## config.mk

```make
export PLATFORM = sky130hd
export DESIGN_NAME = sorted_list_insert_search
export DESIGN_NICKNAME = d
export VERILOG_FILES = /design/src/hdl/slis_pkg.sv /design/src/hdl/slis_cell.sv /design/src/hdl/sorted_list_insert_search.sv
export SDC_FILE = /design/constraint.sdc
export NUM_CORES = 2
export LEC_CHECK = 0
export BUFFER_PORTS_ARGS = -buffer_cell sky130_fd_sc_hd__buf_2
export CORE_UTILIZATION = 46
export CTS_CLUSTER_DIAMETER = 120
export CTS_CLUSTER_SIZE = 25
export DETAILED_ROUTE_END_ITERATION = 7
export SETUP_SLACK_MARGIN = 0.05
export SLEW_MARGIN = 15
export SYNTH_ARGS = -nofsm -noshare
export SYNTH_HDL_FRONTEND = slang
export SYNTH_SLANG_ARGS = --single-unit
```

## constraint.sdc

```tcl
create_clock -name clk -period 4.8 [get_ports clk]
set_input_delay 0.24 -clock clk [delete_from_list [all_inputs] [get_ports clk]]
set_output_delay 0.24 -clock clk [all_outputs]
set_load 0.02 [all_outputs]
```

## src/hdl/slis_pkg.sv

```systemverilog
// Shared types, codes and constants for the sorted insertion list.
`default_nettype none
package slis_pkg;

  // Default number of entries in the store.
  localparam int DEPTH_DEF = 16;

  // Field widths.
  localparam int VAL_W  = 32;
  localparam int STAT_W = 3;
  localparam int POS_W  = 5;
  localparam int CNT_W  = 5;
  localparam int OUT_W  = 16;

  // Operation codes carried in tuser.
  localparam logic FUNC_INSERT = 1'b0;
  localparam logic FUNC_SEARCH = 1'b1;

  // Result status codes.
  localparam logic [STAT_W-1:0] ST_INSERTED  = 3'd0;
  localparam logic [STAT_W-1:0] ST_FOUND     = 3'd1;
  localparam logic [STAT_W-1:0] ST_NOT_FOUND = 3'd2;
  localparam logic [STAT_W-1:0] ST_EMPTY     = 3'd3;
  localparam logic [STAT_W-1:0] ST_FULL      = 3'd4;

  typedef logic signed [VAL_W-1:0] val_t;

  // Flags that one cell hands to its right-hand neighbor.
  typedef struct packed {
    logic ge;    // occupied and holding a value >= the broadcast value
    logic take;  // cell lies between the insert slot and the end of the list
  } cell_flags_t;

endpackage
`default_nettype wire

```

## src/hdl/slis_cell.sv

```systemverilog
// One storage cell of the sorted insertion list chain.
`default_nettype none
module slis_cell #(
  parameter int IDX = 0,
  parameter int CW  = 5
) (
  input  wire logic                 clk,
  input  wire slis_pkg::val_t       value,
  input  wire logic                 ins_en,
  input  wire logic [CW-1:0]        count,
  input  wire slis_pkg::val_t       left_val,
  input  wire slis_pkg::cell_flags_t left_flags,
  output slis_pkg::val_t            val,
  output slis_pkg::cell_flags_t     flags,
  output logic                      hit
);
  import slis_pkg::*;

  val_t val_r;
  val_t val_nxt;
  logic occ;
  logic at_end;

  // Occupancy follows from the element count and this cell's place.
  assign occ    = count > CW'(IDX);
  assign at_end = count == CW'(IDX);

  assign flags.ge   = occ && !(val_r < value);
  assign flags.take = flags.ge || at_end;

  // The first cell that holds a value >= the key is the only candidate match.
  assign hit = flags.ge && !left_flags.ge && (val_r == value);

  // On insert, the slot cell loads the key and the cells after it shift right.
  always_comb begin
    val_nxt = val_r;
    if (ins_en && flags.take) begin
      val_nxt = left_flags.take ? left_val : value;
    end
  end

  always_ff @(posedge clk) begin
    val_r <= val_nxt;
  end

  assign val = val_r;

endmodule
`default_nettype wire

```

## src/hdl/sorted_list_insert_search.sv

```systemverilog
// Top level of the sorted insertion list: cell chain, count and result register.
`default_nettype none
// Keeps up to DEPTH signed 32-bit values in ascending order in a row of cells.
// An insert (tuser 0) places the value ahead of equal ones; a search (tuser 1)
// returns the 1-based position of the first equal entry. For each item the
// value is broadcast to every cell, each cell compares it with its own entry,
// and on an insert the cells from the slot on shift right in the same edge.
// The result lands in an output register in the cycle after the input
// transaction, and a new item is taken every cycle while that register is free
// or being read. The cycle time is set by the 32-bit compare in each cell and
// the OR of the match position over all cells. No clearing pass after reset.
module sorted_list_insert_search #(
  parameter int DEPTH = slis_pkg::DEPTH_DEF
) (
  input  wire logic                      clk,
  input  wire logic                      rst_n,
  input  wire logic                      in_tvalid,
  output logic                           in_tready,
  input  wire logic [slis_pkg::VAL_W-1:0] in_tdata,  // [31:0] value
  input  wire logic [0:0]                in_tuser,  // [0] func
  output logic                           out_tvalid,
  input  wire logic                      out_tready,
  output logic [slis_pkg::OUT_W-1:0]     out_tdata  // [2:0] status, [7:3] position,
                                                    // [12:8] count, [15:13] zero
);
  import slis_pkg::*;

  localparam int CW = $clog2(DEPTH + 1);

  logic [CW-1:0]       count_r;
  logic [CW-1:0]       count_nxt;
  logic                out_valid_r;
  logic                out_valid_nxt;
  logic [OUT_W-1:0]    out_data_r;
  logic [OUT_W-1:0]    out_data_nxt;

  logic                accept;
  logic                is_search;
  logic                full;
  logic                empty;
  logic                ins_en;
  val_t                key;
  val_t                vals  [DEPTH];
  cell_flags_t         flags [DEPTH];
  logic [DEPTH-1:0]    hits;
  logic [STAT_W-1:0]   status;
  logic [POS_W-1:0]    position;
  logic [31:0]         count_wide;

  assign in_tready = !out_valid_r || out_tready;
  assign accept    = in_tvalid && in_tready;
  assign is_search = in_tuser[0] == FUNC_SEARCH;
  assign key       = val_t'(in_tdata);
  assign full      = count_r == CW'(DEPTH);
  assign empty     = count_r == '0;
  assign ins_en    = accept && !is_search && !full;

  // Chain of cells, each fed by its left-hand neighbor.
  for (genvar g = 0; g < DEPTH; g++) begin : g_cell
    val_t        lval;
    cell_flags_t lflags;
    if (g == 0) begin : g_head
      assign lval   = key;
      assign lflags = '0;
    end else begin : g_link
      assign lval   = vals[g-1];
      assign lflags = flags[g-1];
    end
    slis_cell #(
      .IDX (g),
      .CW  (CW)
    ) u_cell (
      .clk        (clk),
      .value      (key),
      .ins_en     (ins_en),
      .count      (count_r),
      .left_val   (lval),
      .left_flags (lflags),
      .val        (vals[g]),
      .flags      (flags[g]),
      .hit        (hits[g])
    );
  end

  // At most one cell reports a hit, so its position is a plain OR.
  always_comb begin
    position = '0;
    for (int i = 0; i < DEPTH; i++) begin
      if (hits[i]) begin
        position = position | POS_W'(i + 1);
      end
    end
  end

  // Result status and next count.
  always_comb begin
    count_nxt = ins_en ? count_r + CW'(1) : count_r;
    priority if (!is_search && full) begin
      status = ST_FULL;
    end else if (!is_search) begin
      status = ST_INSERTED;
    end else if (empty) begin
      status = ST_EMPTY;
    end else if (|hits) begin
      status = ST_FOUND;
    end else begin
      status = ST_NOT_FOUND;
    end
  end

  assign count_wide = 32'(count_nxt);

  // Output register: loads on an input transaction, clears when taken.
  always_comb begin
    out_valid_nxt = out_valid_r;
    out_data_nxt  = out_data_r;
    if (accept) begin
      out_valid_nxt = 1'b1;
      out_data_nxt  = {3'b000, count_wide[CNT_W-1:0],
                       (status == ST_FOUND) ? position : POS_W'(0), status};
    end else if (out_tready) begin
      out_valid_nxt = 1'b0;
    end
  end

  always_ff @(posedge clk) begin
    if (!rst_n) begin
      count_r     <= '0;
      out_valid_r <= 1'b0;
    end else begin
      count_r     <= count_nxt;
      out_valid_r <= out_valid_nxt;
    end
    out_data_r <= out_data_nxt;
  end

  assign out_tvalid = out_valid_r;
  assign out_tdata  = out_data_r;

endmodule
`default_nettype wire

```

# Word-level counts from Yosys, hierarchy flattened
# Cells that the tools add are included.
[word_totals] regBits=531 latchBits=0 mem_bits_rw=0 mem_bits_ro=0 input_bits=37 elab_cells=245 mem_count=0
[op_classes] addsub=1 multipliers=0 div=0 n_lt_le_gt_ge=32 eq_ne=33 shift=0 n_mux=38 bitwise=0 reduce_logical=121
[op_table] cell="32-bit == test" count=16
[op_table] cell="32-bit less-than comparator" count=16
[op_table] cell="32-bit 2-to-1 mux" count=15
[op_table] cell="1-bit logical AND" count=67
[op_table] cell="5-bit by 4-bit == test with 1-bit output (second input constant)" count=8
[op_table] cell="5-bit by 4-bit > comparator with 1-bit output (second input constant)" count=8
[op_table] cell="1-bit zero test" count=34
[op_table] cell="4-bit 2-to-1 mux" count=8
[op_table] cell="5-bit by 3-bit == test with 1-bit output (second input constant)" count=4
[op_table] cell="5-bit by 3-bit > comparator with 1-bit output (second input constant)" count=4
[op_table] cell="1-bit logical OR" count=17
[op_table] cell="16-bit OR reduction" count=1
[op_table] cell="3-bit 2-to-1 mux" count=5
[op_table] cell="5-bit by 2-bit == test with 1-bit output (second input constant)" count=2
[op_table] cell="5-bit by 1-bit > comparator with 1-bit output (second input constant)" count=2
[op_table] cell="5-bit by 2-bit > comparator with 1-bit output (second input constant)" count=2
[op_table] cell="2-bit 2-to-1 mux" count=5
[op_table] cell="5-bit 2-to-1 mux" count=2
[op_table] cell="5-bit by 1-bit adder with 5-bit output (second input constant)" count=1
[op_table] cell="5-bit by 1-bit == test with 1-bit output (second input constant)" count=1
[op_table] cell="5-bit == test (second input constant)" count=1
[op_table] cell="5-bit zero test" count=1
[op_table] cell="3-bit by 1-bit == test with 1-bit output (second input constant)" count=1
[op_table] cell="1-bit 2-to-1 mux" count=3
[op_table] cell="2-bit nonzero test" count=1

# Longest topological paths before layout
[logic_depth] word_depth=21 depth_mapped=15 depth_no_buf=12

# Cells and area by module
# From an unflattened synthesis, not the netlist that was laid out.
[hier_totals] cells_unflattened=3774 area_unflattened_um2=35529.1
[modules_own_cells] mod="slis_cell (g_cell[12].u_cell)" n_inst=1 cells_per_inst=234 area_each_um2=2213.4 seq_area_each_um2=960.9
[modules_own_cells] mod="slis_cell (g_cell[4].u_cell)" n_inst=1 cells_per_inst=231 area_each_um2=2182.1 seq_area_each_um2=960.9
[modules_own_cells] mod="slis_cell (g_cell[10].u_cell)" n_inst=1 cells_per_inst=234 area_each_um2=2178.3 seq_area_each_um2=960.9
[modules_own_cells] mod="slis_cell (g_cell[14].u_cell)" n_inst=1 cells_per_inst=233 area_each_um2=2175.8 seq_area_each_um2=960.9
[modules_own_cells] mod="slis_cell (g_cell[6].u_cell)" n_inst=1 cells_per_inst=233 area_each_um2=2172.1 seq_area_each_um2=960.9
[modules_own_cells] mod="slis_cell (g_cell[9].u_cell)" n_inst=1 cells_per_inst=234 area_each_um2=2172.1 seq_area_each_um2=960.9
[modules_own_cells] mod="slis_cell (g_cell[5].u_cell)" n_inst=1 cells_per_inst=234 area_each_um2=2170.8 seq_area_each_um2=960.9
[modules_own_cells] mod="slis_cell (g_cell[2].u_cell)" n_inst=1 cells_per_inst=232 area_each_um2=2169.6 seq_area_each_um2=960.9
[modules_own_cells] mod="slis_cell (g_cell[13].u_cell)" n_inst=1 cells_per_inst=233 area_each_um2=2167.1 seq_area_each_um2=960.9
[modules_own_cells] mod="slis_cell (g_cell[8].u_cell)" n_inst=1 cells_per_inst=232 area_each_um2=2164.6 seq_area_each_um2=960.9
[modules_own_cells] mod="slis_cell (g_cell[1].u_cell)" n_inst=1 cells_per_inst=226 area_each_um2=2144.6 seq_area_each_um2=960.9
[modules_own_cells] mod="slis_cell (g_cell[7].u_cell)" n_inst=1 cells_per_inst=230 area_each_um2=2142.1 seq_area_each_um2=960.9
[modules_own_cells] mod="slis_cell (g_cell[0].u_cell)" n_inst=1 cells_per_inst=229 area_each_um2=2139.6 seq_area_each_um2=960.9
[modules_own_cells] mod="slis_cell (g_cell[11].u_cell)" n_inst=1 cells_per_inst=226 area_each_um2=2129.5 seq_area_each_um2=960.9
[modules_own_cells] mod="+3 rows"

# Worst setup path before layout
# No wires, ideal clock.
[synth_timing] kind="input to register" from="input port in_tdata[25] in the netlist's numbering" to="register g_cell[14].u_cell.val_r[0], enable pin" setup_time_ns=0.461 t_arrival_ns=4.456 required_time_ns=4.339 setup_slack_ns=-0.118 path_stages=11 n_path_buf=1 cell_sequence="inv_1 clkbuf_1 ha_1 a21oi_1 o21ai_0 a211oi_1 o31ai_1 a21oi_1 xnor2_1 a21boi_0 nor3_1"
[synth_via] elab_chain_len=5
[synth_rtl] element="from (decl)" line_no="sorted_list_insert_search.sv:19" text="input wire logic [slis_pkg::VAL_W-1:0] in_tdata,"
[synth_rtl] element="32-bit less-than comparator" line_no="slis_cell.sv:28" text="assign flags.ge = occ && !(val_r < value);"
[synth_rtl] element="1-bit zero test" line_no="slis_cell.sv:28"
[synth_rtl] element="1-bit logical AND" line_no="slis_cell.sv:28"
[synth_rtl] element="1-bit logical OR" line_no="slis_cell.sv:29" text="assign flags.take = flags.ge || at_end;"
[synth_rtl] element="1-bit logical AND" line_no="slis_cell.sv:37" text="if (ins_en && flags.take) begin"
[synth_rtl] element="to (signal assigned)" line_no="slis_cell.sv:43" text="val_r <= val_nxt;"
[synth_rtl] element="to (decl)" line_no="slis_cell.sv:19" text="val_t val_r;"
# Every way passes these cells.
# A chain may end at the register's enable or synchronous reset.

# Worst setup path after layout
[layout_timing] from="input port in_tdata[29] in the netlist's numbering" to="register out_data_r[3], in the netlist out_tdata[3] (data pin)"
[layout_via] elab_chain_len=20
[layout_rtl] element="32-bit less-than comparator" line_no="slis_cell.sv:28"
[layout_rtl] element="1-bit zero test" line_no="slis_cell.sv:28"
[layout_rtl] element="1-bit logical AND" line_no="slis_cell.sv:28"
[layout_rtl] element="1-bit logical AND or 1-bit zero test (tied branches)" line_no="slis_cell.sv:32" text="assign hit = flags.ge && !left_flags.ge && (val_r == value);"
[layout_rtl] element="1-bit 2-to-1 mux or 1-bit logical AND (tied branches)" line_no="sorted_list_insert_search.sv:89, slis_cell.sv:32"
[layout_rtl] element="2-bit 2-to-1 mux or 1-bit logical AND (tied branches)" line_no="sorted_list_insert_search.sv:89, slis_cell.sv:32"
[layout_rtl] element="2-bit 2-to-1 mux" line_no="sorted_list_insert_search.sv:89" text="if (hits[i]) begin"
[layout_rtl] element="3-bit 2-to-1 mux (4 in a row)" line_no="sorted_list_insert_search.sv:89"
[layout_rtl] element="4-bit 2-to-1 mux (8 in a row)" line_no="sorted_list_insert_search.sv:89"
[layout_rtl] element="5-bit 2-to-1 mux" line_no="sorted_list_insert_search.sv:89"
[layout_rtl] element="to (signal assigned)" line_no="sorted_list_insert_search.sv:134" text="out_data_r <= out_data_nxt;"
[layout_rtl] element="to (decl)" line_no="sorted_list_insert_search.sv:34" text="logic [OUT_W-1:0] out_data_r;"
# Parallel ways exist; a longest one is shown, timed or not.

==> results.sh <==
export IMPL_outcome="completed"
export IMPL_peakVddDrop_uv=250.8
export IMPL_fin_crit_ps=4485
export IMPL_timing_hold_violations_final=0
export IMPL_cpPeakStageDelay_ps=710
export IMPL_root_buffer="clkbuf_16"
export IMPL_timing_rr_start="g_cell[7].u_cell.val[31]"
export IMPL_drive_gt1_share_pct=12.73
export IMPL_path_class="in -> reg"
export IMPL_setup_viol=0
export IMPL_end_kind="register"
export IMPL_synth_cells=3028
export IMPL_cts_sinks=531
export IMPL_critPathBufInv=4
export IMPL_post_synth_instance_area_sq_mm=0.03316
export IMPL_cts_buffers=25
export IMPL_fmax_mhz=222.9
export IMPL_rsz0062_at_grt="no"
export IMPL_grt_pass1_vias=24480
export IMPL_worst_slew_pin_slew_ps=1122
export IMPL_relSlewSlack_pct=25.18
export IMPL_critPathLaunch="in_tdata[29]"
export IMPL_core_region_area_sq_mm=0.07136
export IMPL_path_max_fanout=17
export IMPL_synth_ff_type="edfxtp_1"
export IMPL_vias=24830
export IMPL_path_clk_slew_ps=120
export IMPL_first_pass_iters=6
export IMPL_synth_area_top_cells="edfxtp_1 (48%), ha_1 (20%), o21ai_0 (6.3%)"
export IMPL_htreeDepth=1
export IMPL_crit_slowest_cell="or4_1"
export IMPL_async_flop_share_pct=0
export IMPL_hp_class="in -> reg"
export IMPL_cp_depth=15
export IMPL_fin_nets=3726
export IMPL_grtUsageMet1_pct=37.44
export IMPL_rows=98
export IMPL_dieArea_sq_mm=0.07316
export IMPL_io_pins=55
export IMPL_synth_edf_count=525
export IMPL_synth_distinct_cells=72
export IMPL_setup_tns_ps=0
export IMPL_fin_crit_sh_pct=93.45
export IMPL_track_usage_pct=25.82
export IMPL_routabilityCongestion=0.9740
export IMPL_avgSynthCellArea_sq_um=10.95
export IMPL_antenna_left=0
export IMPL_synth_xor_area_share_pct=0.3434
export IMPL_clock_path_buffers=3
export IMPL_drc=0
export IMPL_clock_skew_ps=52.86
export IMPL_post_dp_hpwl_mm=74.01
export IMPL_synth_compound_area_share_pct=13.88
export IMPL_avgViaCountPerCell=6.003
export IMPL_grtUsageMet3_pct=3.133
export IMPL_cap_violations=0
export IMPL_port_buffers=51
export IMPL_synth_fa_ha_area_share_pct=19.51
export IMPL_synth_seq_cells=531
export IMPL_synthToLayoutAreaGrowth_pct=10.68
export IMPL_worstSetupStartpointType="primary input"
export IMPL_met2_usage_pct=40.09
export IMPL_clock_latency_ps=620
export IMPL_start_util_pct=46.46
export IMPL_grt_max_degree=65
export IMPL_yosysTopAreaCell="edfxtp_1"
export IMPL_cts_tree="done"
export IMPL_initialDrtViolationCount=2097
export IMPL_grt_antenna_before_repair=4
export IMPL_cpMostUsedCell="nand4_1"
export IMPL_worst_ep_required_time_ps=5110
export IMPL_reg2regPathDepth=11
export IMPL_reg2reg_to="out_tdata[3]"
export IMPL_synth_top_family_by_area="adder cells"
export IMPL_ys_seq_area_share_pct=47.91
export IMPL_synth_top_area_share_pct=47.55
export IMPL_grt_most_used_layer="met2"
export IMPL_post_layout_total_power_mw=8.901
export IMPL_wl_mm=95.43
export IMPL_fp_dieH_microns=270.5
export IMPL_muxShareOfSynthArea_pct=4.683
export IMPL_die_w_microns=270.5
export IMPL_timing_final_max_slew_violations=0
export IMPL_critPathTopFamily="compound AO/OA/AOI/OAI gates"
export IMPL_grt_pass1_wl_mm=145.7
export IMPL_power_density_mw_per_mm2=242.6
export IMPL_yosysWarnings=0
export IMPL_p_leak_nw=13.77
export IMPL_crit_path_end="out_tdata[3]"
export IMPL_path_cells="dlygate4sd3_1 -> buf_2 -> clkinvlp_4 -> buf_12 -> ha_1 -> and4_1 -> nand4_1 -> or4_1 -> a31oi_2 -> o21ai_1 -> a21o_1 -> a32oi_2 -> nand4_1 -> o41ai_2 -> a41oi_1"
export IMPL_synthSimpleGateAreaFrac_pct=11.30
export IMPL_wl_per_cell_microns=23.07
export IMPL_crit_arrival_ps=4800
export IMPL_worst_r2r_setup_slack_ps=500
export IMPL_grt_remaining_overflow=0
==> layout make-up <==
cell class,instances,area [sq um]
repair buffers,238,1919
diodes,4,10.01
well taps,950,1189
inverters,80,311.5
flip-flops and latches,531,15890
clock inverters,2,46.29
fillers,6347,34670
clock buffers,35,663.1
multi-input cells,2296,16670
==> per-stage QoR <==
stage	cells	util, %	hold slack, ps	area, sq um	worst slack, ps
2_1_floorplan	3030	-	338.9	33170	56.63
3_3_place_gp	4050	49.73	486.1	35490	88.59
3_5_place_dp	4050	49.73	503.7	35490	65.85
4_1_cts	4121	51.20	2.299	36540	75.29
5_1_grt	4135	51.42	36.24	36690	175.4
6_report	4136	51.42	48.16	36700	314.6
==> repair_timing <==
| action | CTS | global route |
|---|---|---|
| hold buffers | 34 | 0 |
| buffers inserted | 0 | 11 |
| setup endpoints to repair | 0 | 6 |
| resized for setup | 0 | 5 |
| hold endpoints to repair | 37 | 0 |
==> cells by family (layout without fill, tap and decap cells) <==
group | after synthesis | after routing
muxes | 138 | 138
buffers and inverters | 203 | 355
and+or+nand+nor | 824 | 824
AOI/OAI and AO/OA | 801 | 801
adders and majority gates | 517 | 517
DFF | 531 | 531
other | 1 | 7
xor gates and xnor gates | 13 | 13
==> worst min-delay path by stage <==
stage | startpoint | endpoint | slack (ps) | cells after the start
after floorplan | in_tdata[0] | g_cell[0].u_cell.val[0] | 340 | 0
after global placement | in_tdata[7] | g_cell[0].u_cell.val[7] | 490 | 1
after detailed placement | in_tdata[6] | g_cell[0].u_cell.val[6] | 500 | 1
after CTS | in_tuser | out_tdata[1] | 2 | 2
after global routing | in_tuser | out_tdata[1] | 40 | 2
final | in_tdata[31] | g_cell[13].u_cell.val[31] | 50 | 2
==> cells in the final DEF, fill, tap and decap left out, drive strengths merged, types with 6 or more instances in the layout <==
master | Yosys | routed
buf | 14 | 204
o21ai | 421 | 421
a221o | 15 | 15
or4 | 6 | 6
ha | 517 | 517
and4 | 14 | 14
o211ai | 13 | 13
nand3 | 51 | 51
a21oi | 202 | 202
inv | 79 | 77
clkbuf | 109 | 35
mux2 | 137 | 137
a21o | 44 | 44
nand2 | 488 | 488
and2 | 27 | 27
edfxtp | 525 | 525
nor2b | 16 | 16
nand4 | 85 | 85
xnor2 | 8 | 8
a31oi | 13 | 13
dfxtp | 6 | 6
dlygate4sd3 | 0 | 34
nor3 | 22 | 22
a21boi | 7 | 7
nor2 | 62 | 62
a211oi | 13 | 13
or3 | 10 | 10
nand2b | 6 | 6
nor4 | 27 | 27
a221oi | 17 | 17
==> flip-flops by register name, summed over array words and instances, names as in the netlist <==
name	count
count_r	5
out_tvalid	1
g_cell.u_cell.val	512
out_tdata	13
==> per-layer routing <==
metal	vias up	wire length, microns	part of all wire (%)
met2	848	41660	44
li1	11780	-	-
met4	0	3305	3.5
met3	147	6272	6.6
met5	-	0	0
met1	12060	44190	46
==> power by group <==
part | switching [mW] | total, mW | internal (mW) | leakage, nW
Clock | 1.55 | 2.58 | 1.03 | 0.341
Sequential | 0.0199 | 5.16 | 5.14 | 4.79
Combinational | 0.698 | 1.16 | 0.458 | 8.64
Total | 2.27 | 8.90 | 6.63 | 13.8
==> Yosys cell counts, types with 7 or more instances <==
master    number
nand2_1      488
a31oi_1       13
mux2_2       137
a211oi_1      13
nor2b_1       16
a21o_1        44
and2_1        22
o211ai_1      13
buf_2          7
and4_1        14
nor3_1        21
or3_1         10
a221o_1       15
nand3_1       51
xnor2_1        8
edfxtp_1     525
clkbuf_1     109
nor4_1        27
o21ai_0      417
a21oi_1      201
nor2_1        62
ha_1         517
a221oi_1      16
inv_1         79
nand4_1       85
a21boi_0       7
Note: power is estimated with default switching activity, not from simulation.
